**config.mk**
```make
export PLATFORM = sky130hd
export DESIGN_NAME = ocu_mul
export DESIGN_NICKNAME = d
export VERILOG_FILES = /design/src/design/ocu_mul.sv
export SDC_FILE = /design/constraint.sdc
export NUM_CORES = 2
export LEC_CHECK = 0
export ABC_AREA = 1
export BUFFER_PORTS_ARGS = -buffer_cell sky130_fd_sc_hd__buf_2
export CELL_PAD_IN_SITES_DETAIL_PLACEMENT = 0
export CELL_PAD_IN_SITES_GLOBAL_PLACEMENT = 2
export CORE_MARGIN = 4
export CORE_UTILIZATION = 40
export DETAILED_ROUTE_END_ITERATION = 6
export PLACE_DENSITY = 0.95
export REMOVE_ABC_BUFFERS = 1
export SLEW_MARGIN = 20
export SYNTH_ARGS = -nofsm -noshare
export SYNTH_HDL_FRONTEND = slang
export SYNTH_SLANG_ARGS = --single-unit
```
**constraint.sdc**
```tcl
create_clock -name clk -period 8.9 [get_ports clk]
set_input_delay 0 -clock clk [delete_from_list [all_inputs] [get_ports clk]]
set_output_delay 0 -clock clk [all_outputs]
set_load 0.01 [all_outputs]
```
**src/design/ocu_mul.sv**
```systemverilog
// Shared signed multiplier with a registered product.
// Depends on nothing but the clock.
`default_nettype none
module ocu_mul (
  input  logic               clk,
  input  logic signed [33:0] a,
  input  logic signed [32:0] b,
  output logic signed [63:0] p
);
  logic signed [66:0] full;

  assign full = 67'(a) * 67'(b);

  always_ff @(posedge clk) begin
    p <= full[63:0];
  end
endmodule
`default_nettype wire

```
==> impl_metrics.toml <==
[critical_path]
cp-start-kind = "input port"
crit_type = "in -> reg"
arrival_ps = 7490
cp_max_fo = 27
required_ps = 9090
end_kind = "flip-flop"

[yosys]
synth-seq-cells = 64
seq_area_frac_synth_pct = 3.014
yosysUniqueCellTypes = 31
synth.avg_cell_area_um2 = 7.868
syn_inst = 5403
yosys_warnings = 0
syn_area_mm2 = 0.04251

[place]
pre_cts_ws_ps = 1013
hpwl_um = 107500
portBuffers = 131
gp_congestion = 0.9235

[cells_and_area]
fill_cells = 10855
regMostFlops = "p"
reg_top3 = "p x64"
nets = 6740
areaGrowthSynthToFinish_pct = 4.645
drive_above_1_share_pct = 4.398
largest_register_ffs = 64

[route]
first_pass_iters = 5
via_per_inst = 4.742
highest_layer = "met4"
met1_length_um = 51940
route.detailed.wl_per_inst_um = 18.41
routed_wl_um = 123600
drc = 0
met3_length_um = 8049
ant_nets = 0
dr_wl_met2_um = 60710
drt-initial-drc-count = 1795
vias = 31830

[floorplan]
die_x_um = 334.0
die_area_mm2 = 0.1116
ios = 132
start_util_pct = 40.33
fp.dieH_um = 334.0
rows = 119
coreArea_mm2 = 0.1054

[sta]
fmax_ghz = 0.1371
hold_viol = 0
fin_crit_sh_pct = 81.98
finalSetupTns_ps = 0
fin_ws_ps = 1604
slew_viol_final = 0
worst_pin_slew_ps = 1036
finalCriticalPeriod_ps = 7296
finalSetupViolations = 0
rsz0062_at_grt = "false"
whs_ps = 207.7
slew_headroom_pct = 30.91

[global_route]
grt_start_max_net_pins = 35
gr-total-overflow = 0
grt_pass1_vias = 35099
grt_pass1_wl_um = 199500
antenna_found_initial = 4
grt_use_total_pct = 23.11

[outcome]
status = "completed"

[clock_tree]
numCtsBuffers = 9
cts_resized = 0
clockBufferDepth = 2
post_cts_buffers = 0
holdBufCountCts = 0
tritoncts = "yes"
clk_pin_slew_ps = 60
clock-sinks = 64
cts_root_buf = "clkbuf_16"
htreeDepth = 3

[run]
maxCapViolCount = 0

[hold_path]
hold_class = "in -> reg"
[stage by stage]
stage | cells | instance area, um^2 | util (%)
2_1_floorplan | 5137 | 41510 | -
3_3_place_gp | 6696 | 44180 | 41.91
3_5_place_dp | 6696 | 44180 | 41.91
4_1_cts | 6712 | 44480 | 42.19
5_1_grt | 6712 | 44480 | 42.20
6_report | 6713 | 44480 | 42.20
[cell usage in the layout, fill, tap and decap left out, drive strengths merged]
cell / Yosys / final
nand3b: 6 / 6
nand3: 74 / 74
or2: 10 / 10
buf: 2 / 168
clkinv: 0 / 5
dfxtp: 64 / 64
a21boi: 1 / 1
nor4: 1 / 1
and3: 1 / 1
a21o: 5 / 5
xnor2: 3 / 3
inv: 1798 / 1799
diode: 0 / 1
xor2: 36 / 36
bufinv: 0 / 1
nand2: 1472 / 1472
o21bai: 12 / 12
clkbuf: 264 / 9
nor2: 153 / 153
ha: 212 / 212
fa: 1144 / 1144
nand4: 15 / 15
o21a: 3 / 3
o21ai: 39 / 39
a21oi: 77 / 77
nor3: 11 / 11
[synth_stat cells]
cell type / instances / area [um^2]
dfxtp_1: 64 / 1281
o21a_1: 3 / 22.52
nor3_2: 1 / 10.01
fa_1: 1144 / 22900
ha_1: 212 / 2653
nor4_1: 1 / 6.260
inv_2: 8 / 30.03
nand3_2: 7 / 70.07
nand2_1: 1465 / 5499
clkbuf_1: 264 / 991.0
nand3b_1: 6 / 45.04
xor2_1: 36 / 315.3
nand3_1: 67 / 335.3
a21oi_1: 73 / 365.4
nor3_1: 10 / 50.05
nor2_2: 13 / 81.33
buf_2: 2 / 10.01
or2_1: 1 / 6.260
or2_2: 9 / 56.30
nand4_1: 15 / 93.84
nand2_2: 7 / 43.79
o21bai_1: 12 / 90.09
a21o_1: 5 / 37.54
xnor2_1: 3 / 26.28
a21oi_2: 4 / 35.03
nor2_1: 140 / 525.5
o21ai_1: 11 / 55.05
inv_1: 1790 / 6719
o21ai_0: 28 / 140.1
and3_1: 1 / 6.260
a21boi_0: 1 / 7.510
[layout make-up]
cell class / instances / area [um^2] / share of cell area, %
diodes: 1 / 2.502 / 0.005625
clock buffers: 9 / 225.2 / 0.5063
clock inverters: 7 / 71.32 / 0.1603
inverters: 1798 / 6749 / 15.17
multi-input cells: 3275 / 33480 / 75.27
flip-flops and latches: 64 / 1281 / 2.880
well taps: 1391 / 1740 / 3.912
repair buffers: 168 / 933.4 / 2.098
[cell families (layout without fill, tap and decap cells)]
group | Yosys count | in the layout | share of synthesized area, %
simple gates | 1743 | 1743 | 16.06
flops | 64 | 64 | 3.014
xor+xnor | 39 | 39 | 0.8035
fa+ha+maj | 1356 | 1356 | 60.11
compound gates | 137 | 137 | 1.772
other cells | 0 | 1 | 0
buf+inv | 2064 | 1982 | 18.23
[worst paths after layout]
kind / from / endpoint / slack, ps / depth (start not counted)
hold / removal: b[0] / p[0] / 210 / 3
setup / recovery: a[9] / p[44] / 1600 / 26
[routing by layer]
| metal | up-vias | global-route usage [%] |
|---|---|---|
| li1 | 14485 | - |
| met1 | 16355 | 30.83 |
| met2 | 844 | 39.63 |
| met3 | 146 | 3.981 |
| met4 | 0 | 5.200 |
| met5 | - | 0 |
[worst max-delay path, stage by stage]
cell and delay [ps]:
buf_2 680, buf_4 300, nand2_1 80, inv_1 80, fa_1 440, fa_1 520
inv_1 50, fa_1 480, inv_1 50, fa_1 500, inv_1 60, fa_1 540
inv_1 60, fa_1 480, fa_1 510, inv_1 50, fa_1 500, inv_1 50
ha_1 330, a21oi_1 190, o21ai_0 190, a21oi_1 400, nand2_1 120, nand2_1 70
nand3_1 70, xor2_1 640
Power is left out: the tool's default activity adds up to more than one toggle a clock period on the data nets, which glitch-free logic cannot reach.
