==> src/design/ocu_pkg.sv <==
// Orbit camera update: shared types, constants and the sine table.
// No dependencies; imported by ocu_trig, ocu_div, orbit_camera_update and the dv files.
`default_nettype none
package ocu_pkg;

  localparam int SINE_TABLE_ENTRIES = 1024;
  localparam int SINE_IDX_W = $clog2(SINE_TABLE_ENTRIES);

  // angles are Q9.8 degrees
  localparam logic [16:0] TURN_Q8    = 17'd92160;
  localparam logic [16:0] QUARTER_Q8 = 17'd23040;
  localparam logic signed [16:0] PITCH_LIMIT = 17'sd22784;
  localparam logic [31:0] DIST_FLOOR = 32'd32768;
  localparam logic [31:0] DIST_RESET = 32'd655360;
  localparam logic [31:0] DIST_CEIL  = 32'h7FFF_FFFF;
  localparam logic [63:0] TWO_PI_Q30 = 64'd6746518852;

  // angle to table index: idx = angle * N / TURN, done as a reciprocal multiply
  localparam int IDX_SHIFT = 34;
  localparam logic [31:0] IDX_MUL = 32'(((64'(SINE_TABLE_ENTRIES) << IDX_SHIFT)
                                         + 64'(TURN_Q8) - 64'd1) / 64'(TURN_Q8));

  localparam logic [1:0] REG_PAN_SPEED  = 2'd0;
  localparam logic [1:0] REG_ZOOM_SPEED = 2'd1;
  localparam logic [1:0] REG_FOV        = 2'd2;
  localparam logic [1:0] REG_ORTHO      = 2'd3;

  typedef logic [16:0] angle_t;
  typedef logic signed [17:0] trig_t;
  typedef trig_t sine_rom_t [SINE_TABLE_ENTRIES];

  typedef struct packed {
    logic busy;
    logic done;
  } div_stat_t;

  // quadrant folding and a Taylor series to x^13 in Q30, rounded to Q16
  function automatic sine_rom_t build_sine();
    sine_rom_t rom;
    logic [63:0] t, x, x2, term, v;
    logic signed [63:0] sum;
    logic neg;
    for (int k = 0; k < SINE_TABLE_ENTRIES; k++) begin
      t = (64'(k) << 32) / SINE_TABLE_ENTRIES;
      neg = 1'b0;
      if (t >= 64'h8000_0000) begin
        neg = 1'b1;
        t = t - 64'h8000_0000;
      end
      if (t > 64'h4000_0000) t = 64'h8000_0000 - t;
      x = (t * TWO_PI_Q30) >> 32;
      x2 = (x * x) >> 30;
      term = x;
      sum = $signed(x);
      for (int n = 1; n <= 6; n++) begin
        term = ((term * x2) >> 30) / 64'((2 * n) * (2 * n + 1));
        if ((n & 1) == 1) sum = sum - $signed(term);
        else sum = sum + $signed(term);
      end
      if (sum < 0) sum = '0;
      v = ($unsigned(sum) + 64'd8192) >> 14;
      rom[k] = neg ? -18'(v) : 18'(v);
    end
    return rom;
  endfunction

  localparam sine_rom_t SINE_ROM = build_sine();

endpackage
`default_nettype wire

==> src/design/ocu_div.sv <==
// Restoring divider, one quotient bit a cycle, saturating 32-bit quotient.
// Depends on ocu_pkg (status struct).
`default_nettype none
module ocu_div (
  input  logic              clk,
  input  logic              rst,
  input  logic              start,
  input  logic [47:0]       num,
  input  logic [16:0]       den,
  output ocu_pkg::div_stat_t stat,
  output logic [31:0]       quot
);
  import ocu_pkg::*;

  logic [16:0] rem;
  logic [31:0] low;
  logic [5:0]  cnt;
  logic [17:0] trial;
  logic        fits;

  assign trial = {rem, low[31]};
  assign fits = trial >= {1'b0, den};

  always_ff @(posedge clk) begin
    if (rst) begin
      stat <= '0;
      cnt  <= '0;
    end else begin
      if (start) begin
        if (num[47:32] >= den) begin
          quot <= '1;              // quotient would not fit in 32 bits
          stat.done <= 1'b1;
        end else begin
          rem <= {1'b0, num[47:32]};
          low <= num[31:0];
          cnt <= 6'd32;
          stat.busy <= 1'b1;
          stat.done <= 1'b0;
        end
      end else if (stat.busy) begin
        rem  <= fits ? 17'(trial - {1'b0, den}) : trial[16:0];
        quot <= {quot[30:0], fits};
        low  <= {low[30:0], 1'b0};
        cnt  <= cnt - 6'd1;
        stat.done <= (cnt == 6'd1);
        if (cnt == 6'd1) stat.busy <= 1'b0;
      end else begin
        stat.done <= 1'b0;
      end
    end
  end
endmodule
`default_nettype wire

==> config.mk <==
export PLATFORM = sky130hd
export DESIGN_NAME = ocu_div
export DESIGN_NICKNAME = d
export VERILOG_FILES = /design/src/design/ocu_pkg.sv /design/src/design/ocu_div.sv
export SDC_FILE = /design/constraint.sdc
export NUM_CORES = 1
export LEC_CHECK = 0
export BUFFER_PORTS_ARGS = -buffer_cell sky130_fd_sc_hd__buf_2
export CORE_ASPECT_RATIO = 0.7
export CORE_UTILIZATION = 50
export CTS_BUF_LIST = sky130_fd_sc_hd__clkbuf_4
export DETAILED_ROUTE_END_ITERATION = 16
export PLACE_DENSITY = 0.77
export SLEW_MARGIN = 15
export SYNTH_ARGS = -nofsm -noshare
export SYNTH_HDL_FRONTEND = slang
export SYNTH_SLANG_ARGS = --single-unit
==> constraint.sdc <==
create_clock -name clk -period 5.3 [get_ports clk]
set_clock_uncertainty 0.2 [all_clocks]
set_input_delay 1.325 -clock clk [delete_from_list [all_inputs] [get_ports clk]]
set_output_delay 1.325 -clock clk [all_outputs]
set_load 0.01 [all_outputs]
==> results by group, run 1 <==
Run status
  • Status: completed

Synth
  • Avg Synthesized Cell Area: between 10 and 15 um2
  • Post-synthesis sequential area ratio: 0.513
  • Post-synthesis net count: 537
  • Top cells by area, synth: edfxtp_1 (48%), ha_1 (8.7%), mux2_2 (7.1%)
  • Seq cells post-synth: 89
  • Gate Count Post-Synth: 433
  • Ys Warns: 0
  • Top FF cell, synth: edfxtp_1
  • Top-area cell type share of the netlist area: 0.481
  • Post-synthesis cell type count: 51
  • Number of synthesized flops with an enable pin: 81
  • Post-synth ARST share: 0
  • Synthesized cell area: 0.00505 mm2
  • Synth area leader: edfxtp_1

Global route
  • GRT Util Overall: 0.219
  • Largest net degree at the start of global routing: 76
  • Number of global-route vias before repair: 3,538
  • GRT overflow: 0
  • First-pass GRT wire length: around 17 mm
  • Initial antenna violation count: 0

Clocking
  • Clk root buf: clkbuf_4
  • CTS sink count: between 80 and 90
  • Clock buffer depth: 2
  • Worst-path clk slew: 0.13 ns
  • CTS Hold Bufs: 0
  • # H-tree levels: 3
  • CTS buffer count: 9
  • Clk_lat worst skew: 0.44 ns
  • Postcts setup bufs: 0
  • PostCTS Resize Cnt: 0
  • CTS tree: yes

Floorplanning
  • Core Region: 0.00976 mm2
  • Chip width: 122 um
  • Std cell rows: 30
  • Die height: 86.1 um
  • Initial core utilization: 0.518
  • Num ports: 102
  • Die area: about 0.011 mm2

Routing
  • Initial DRT Pass Iterations: 5
  • 1st-iter DRT viols: 201
  • Drt total wl: 10.8 mm
  • Post-DR wirelength/cell: roughly 16 um
  • Vias: ~3,700
  • Residual DRC count: 0
  • DRT antenna net count: 0
  • Vias per cell: approximately 5.6

Final layout
  • Ratio of cells with drive above 1 in the final layout: 0.358
  • Register Area: 0.00259 mm2
  • Final Instance Area: 0.00583 mm2
  • Commonest non-fill, non-tap cell in the layout: buf_2
  • Area of the multi-input gates: 0.00227 mm2
  • Syn-to-layout area delta: 15.3%
  • Commonest non-fill, non-tap cells in the layout: buf_2 (100), edfxtp_1 (81), ha_1 (35)
  • Fillers: 827
  • Final Net Count: 632
  • ANT cells: 0

Hold path
  • Hold WC Path Type: flop to flop
  • Hold Crit Start: quot[0]

Timing
  • Fin Hold WS: 0.332 ns
  • Post-layout min period: just under 4 ns
  • RSZ-0062 raised after global routing: no
  • Fmax: 0.255 GHz
  • Setup TNS: 0 ns
  • Worst Tran Pin Value: 0.701 ns
  • Fin crit share: 0.741
  • Max transition margin: 0.533
  • Setup-failing EPs final: 0
  • Max Slew Vio Count: 0
  • Fin. Hold Viols: 0

Setup path
  • CP max stage delay: 0.53 ns
  • Critical path arrival: 3.91 ns
  • Cells along the critical path: buf_2, inv_1, ha_1, nand2_1, nor3b_1, a31o_2, a31o_2, inv_1, a221oi_1, a21oi_1
  • Crit Path Category: input pin to flop
  • CP max FO: 25
  • Critical Path RT: 5.29 ns
  • Reg2reg end: rem[14]
  • Crit-path slowest cell: a31o_2
  • CP Launch Type: input pin
  • Crit path to: rem[14]
  • Setup crit start: den[14]
  • CP Capture Type: flop
  • RR Startpoint: rem[13]
  • Worst Reg-to-Reg Cells: 8
  • Register-to-register setup slack: 1.92 ns

Pwr
  • Pwr Total: 0.00162 W
  • Pwr dens: 278 mW/mm2
  • Peak VDD IR: 0.188 mV
  • P_leak: 2.35 nW

Placed design
  • Placed cell area: 0.00566 mm2
  • Hpwl dp: 7.90 mm
  • Routability cong.: 0.930
  • Quantity of I/O buffers inserted on ports: 101

Flow run
  • Max cap viols: 0
-- per-layer routing --
metal	GRT usage	routed length, um	vias to the layer above
met5	0	0	-
met4	0.0543	129	0
met3	0.0791	989	9
met2	0.319	4620	135
met1	0.308	5030	1786
li1	-	-	1794
-- cell families (layout without fill, tap and decap cells) --
kind of cell,Yosys count,after routing,share of synthesized area
buffers and inverters,45,145,0.0416
muxes,36,36,0.0802
AOI/OAI and AO/OA,87,87,0.114
and+or+nand+nor,124,124,0.133
xor gates and xnor gates,16,16,0.0277
adders and majority gates,36,36,0.0906
DFF,89,89,0.513
-- where the power goes --
part	switching (W)	internal, W	total, W	leakage [nW]
Combinational	0.000191	0.000155	0.000346	1.46
Clock	0.000230	0.000203	0.000433	0.0875
Sequential	0.0000194	0.000820	0.000839	0.801
-- registers in the layout, indices dropped and copies added (netlist names) --
register / flops
stat: 2
rem: 17
low: 32
quot: 32
cnt: 6
-- cell type report --
cell class	instances	area share
Clock buffer	11	0.0142
Clock inverter	5	0.0140
Inverter	25	0.0161
Multi-Input combinational cell	299	0.390
Sequential cell	89	0.445
Tap cell	128	0.0275
Timing Repair Buffer	104	0.0932
-- per-stage QoR --
step | setup slack, ns | util | std cells
after floorplan | 0.631 | - | 433
after global placement | 1.00 | 0.580 | 645
after detailed placement | 0.894 | 0.580 | 645
after CTS | 1.37 | 0.597 | 661
after global routing | 1.26 | 0.597 | 661
final | 1.37 | 0.597 | 661
-- worst max-delay path: cells and delay by family --
family | cells | cell delay (ns)
AO/OA/AOI/OAI | 4 | 1.26
adder cells (fa/ha/maj) | 1 | 0.37
AND/OR/NAND/NOR | 2 | 0.58
buffers and inverters | 3 | 0.38
-- Yosys cell counts (all sizes together) (10+ instances only) --
cell type,instances
ha,35
inv,25
or2,32
a21oi,26
nor2,20
edfxtp,81
o21ai,13
nor3b,12
nand2,23
clkbuf,17
mux2,33
a21o,10
-- worst min path at each step --
stage / slack (ns) / to / depth (start not counted)
2_1_floorplan: 0.27 / cnt[0] / 2
3_3_place_gp: 0.29 / cnt[0] / 2
3_5_place_dp: 0.31 / quot[29] / 1
4_1_cts: 0.32 / quot[5] / 1
5_1_grt: 0.35 / quot[29] / 1
6_report: 0.33 / quot[1] / 1
(Power assumes the default switching activity.)
==> run 2, diff against run 1 <==
==> constraint.sdc (replaced) <==
create_clock -name clk -period 3.45 [get_ports clk]
set_clock_uncertainty 0.2 [all_clocks]
set_input_delay 0.8625 -clock clk [delete_from_list [all_inputs] [get_ports clk]]
set_output_delay 0.8625 -clock clk [all_outputs]
set_load 0.01 [all_outputs]
==> run 2 against run 1 <==
  * Setup slack lost 0.97 ns
  * Clock power increased by 55%
  * Core utilization is 1.5 points higher
  * Critical endpoint is now rem[8]
==> results by group, run 2 (synthesized netlist as in run 1, its figures left out) <==
Routing
  • DRT antenna net count: 0 (unchanged)
  • Drt total wl: 10.9 mm (+1.6%)
  • Vias: 3,699 (-0.67%)
  • 1st-iter DRT viols: 213 (+6.0%)
  • Vias per cell: 5.53 (-1.9%)
  • Residual DRC count: 0 (unchanged)
  • Post-DR wirelength/cell: 16.4 um (+0.42%)
  • Initial DRT Pass Iterations: 4 (-1)

Global route
  • Initial antenna violation count: 0 (unchanged)
  • Number of global-route vias before repair: 3,658 (+3.4%)
  • First-pass GRT wire length: 18.0 mm (+3.0%)
  • GRT overflow: 0 (unchanged)
  • GRT Util Overall: 0.222 (+0.00394)
  • Largest net degree at the start of global routing: 50 (-34%)

Final layout
  • Area of the multi-input gates: 0.00234 mm2 (+3.0%)
  • Final Net Count: 641 (+1.4%)
  • Syn-to-layout area delta: 18.1%
  • Top Registers: low: 32 flops, quot: 32 flops, rem: 17 flops
  • Final Instance Area: 0.00597 mm2 (+2.4%)
  • Commonest non-fill, non-tap cells in the layout: buf_2 (100), edfxtp_1 (81), mux2_2 (32), or2_2 (32), ha_1 (31)
  • Ratio of cells with drive above 1 in the final layout: 0.384 (+0.0261)
  • Fillers: 802 (-3.0%)
  • ANT cells: 0 (unchanged)
  • Register Area: 0.00259 mm2 (unchanged)
  • Core Util, Final: 0.612 (+0.0146)
  • Commonest non-fill, non-tap cell in the layout: buf_2

Pwr
  • Clock network power share: 0.266 (-0.002)
  • Pwr dens: 421 mW/mm2 (+52%)
  • Logic pwr share: 0.222 (+0.008)
  • Sw power: 0.000699 W (+59%)
  • P_leak: 2.39 nW (+1.6%)
  • Peak VDD IR: 0.319 mV (+70%)
  • Flop pwr share: 0.513 (-0.006)
  • Pwr Total: 0.00252 W (+55%)
  • Switching share of power: 0.278 (+0.00620)
  • Pint: 0.00182 W (+54%)

Timing
  • Max transition margin: 0.646 (+0.113)
  • Fin. Hold Viols: 0 (unchanged)
  • Fin Hold WS: 0.320 ns (-0.0119 ns)
  • Worst Tran Pin Value: 0.532 ns (-0.170 ns)
  • Setup-failing EPs final: 0 (unchanged)
  • Fin crit share: 0.884
  • Max Slew Vio Count: 0 (unchanged)
  • Post-layout min period: 3.05 ns
  • RSZ-0062 raised after global routing: no
  • Fmax: 0.328 GHz

Floorplanning
  • Initial core utilization: 0.518 (unchanged)
  • Die area: 0.0105 mm2 (unchanged)
  • Core Region: 0.00976 mm2 (unchanged)
  • Die height: 86.1 um (unchanged)
  • Std cell rows: 30 (unchanged)
  • Num ports: 102 (unchanged)
  • Chip width: 122 um (unchanged)

Hold path
  • Hold WC Path Type: flop to flop
  • Worst hold stages: 2 (+1)
  • Hold Crit Start: cnt[0]

Flow run
  • Max cap viols: 0 (unchanged)

Setup path
  • Worst Reg-to-Reg Cells: 11 (+3)
  • CP Launch Type: input pin
  • Setup crit start: den[0]
  • CP Capture Type: flop
  • Critical path arrival: 3.07 ns (-0.84 ns)
  • CP max FO: 3 (-88%)
  • Crit-path slowest cell: fa_1
  • Cells along the critical path: buf_2, ha_1, inv_1, fa_1, a21o_1, a221o_2, a21o_1, a21oi_2, xnor2_1, mux2_4, mux2_2
  • RR Startpoint: low[31]
  • Crit Path Category: input pin to flop
  • Critical Path RT: 3.47 ns (-1.82 ns)
  • Most numerous cell on the critical path: a21o_1
  • CP max stage delay: 0.39 ns (-0.14 ns)

Placed design
  • Placed cell area: 0.00581 mm2 (+2.6%)
  • Hpwl dp: 7.98 mm (+0.96%)
  • Quantity of I/O buffers inserted on ports: 101 (unchanged)
  • Routability cong.: 0.898 (-3.5%)

Clocking
  • Postcts setup bufs: 0 (unchanged)
  • CTS sink count: 89 (unchanged)
  • Clock buffer depth: 2 (unchanged)
  • CTS buffer count: 9 (unchanged)
  • Clk_lat worst skew: 0.44 ns (about the same)
  • Worst-path clk slew: 0.15 ns (+0.02 ns)
  • CTS tree: yes
  • PostCTS Resize Cnt: 0 (unchanged)
  • # H-tree levels: 3 (unchanged)
  • CTS Hold Bufs: 0 (unchanged)
  • Clk root buf: clkbuf_4

Run status
  • Status: completed
## run 2: area by class of cell
type                    instances  share of cell area
repair buffers                113               0.104
clock buffers                   9              0.0113
inverters                      25              0.0157
flip-flops and latches         89               0.434
clock inverters                 6              0.0153
multi-input cells             299               0.392
well taps                     128              0.0268
## run 2: power by group through the flow
stage	sequential, W	combinational (W)	clock, W
after CTS	0.00129	0.000554	0.000687
after global routing	0.00130	0.000619	0.000721
final	0.00129	0.000557	0.000669
after global placement	0.00131	0.000533	0
after floorplan	0.00131	0.000386	0
after detailed placement	0.00131	0.000551	0
## run 2: worst max-delay path, delay by kind of cell
kind | cells | cell delay, ns
XOR/XNOR | 1 | 0.07
AO/OA/AOI/OAI | 4 | 0.91
multiplexers | 2 | 0.52
adder cells (fa/ha/maj) | 2 | 0.55
buffers and inverters | 2 | 0.15
## run 2: metrics by stage
step / instances / setup WS (ns) / TNS [ns]
finish: 669 / 0.400 / 0
global route: 669 / 0.294 / 0
CTS: 669 / 0.424 / 0
detailed placement: 654 / -0.0728 / -0.111
global placement: 654 / 0.0133 / 0
floorplan: 433 / 0.00747 / 0
## run 2: path summary, 6_finish.rpt
| check | to | slack, ns |
|---|---|---|
| hold reg to reg | cnt[0] | 0.32 |
| setup / recovery | rem[8] | 0.40 |
| hold / removal | cnt[0] | 0.32 |
| setup reg to reg | rem[8] | 0.42 |
## run 2: metal layers
layer,routed length [um],up-vias,GRT usage
li1,-,1806,-
met1,5170,1764,0.310
met2,4820,112,0.329
met3,804,17,0.0725
met4,153,0,0.0698
met5,0,-,0
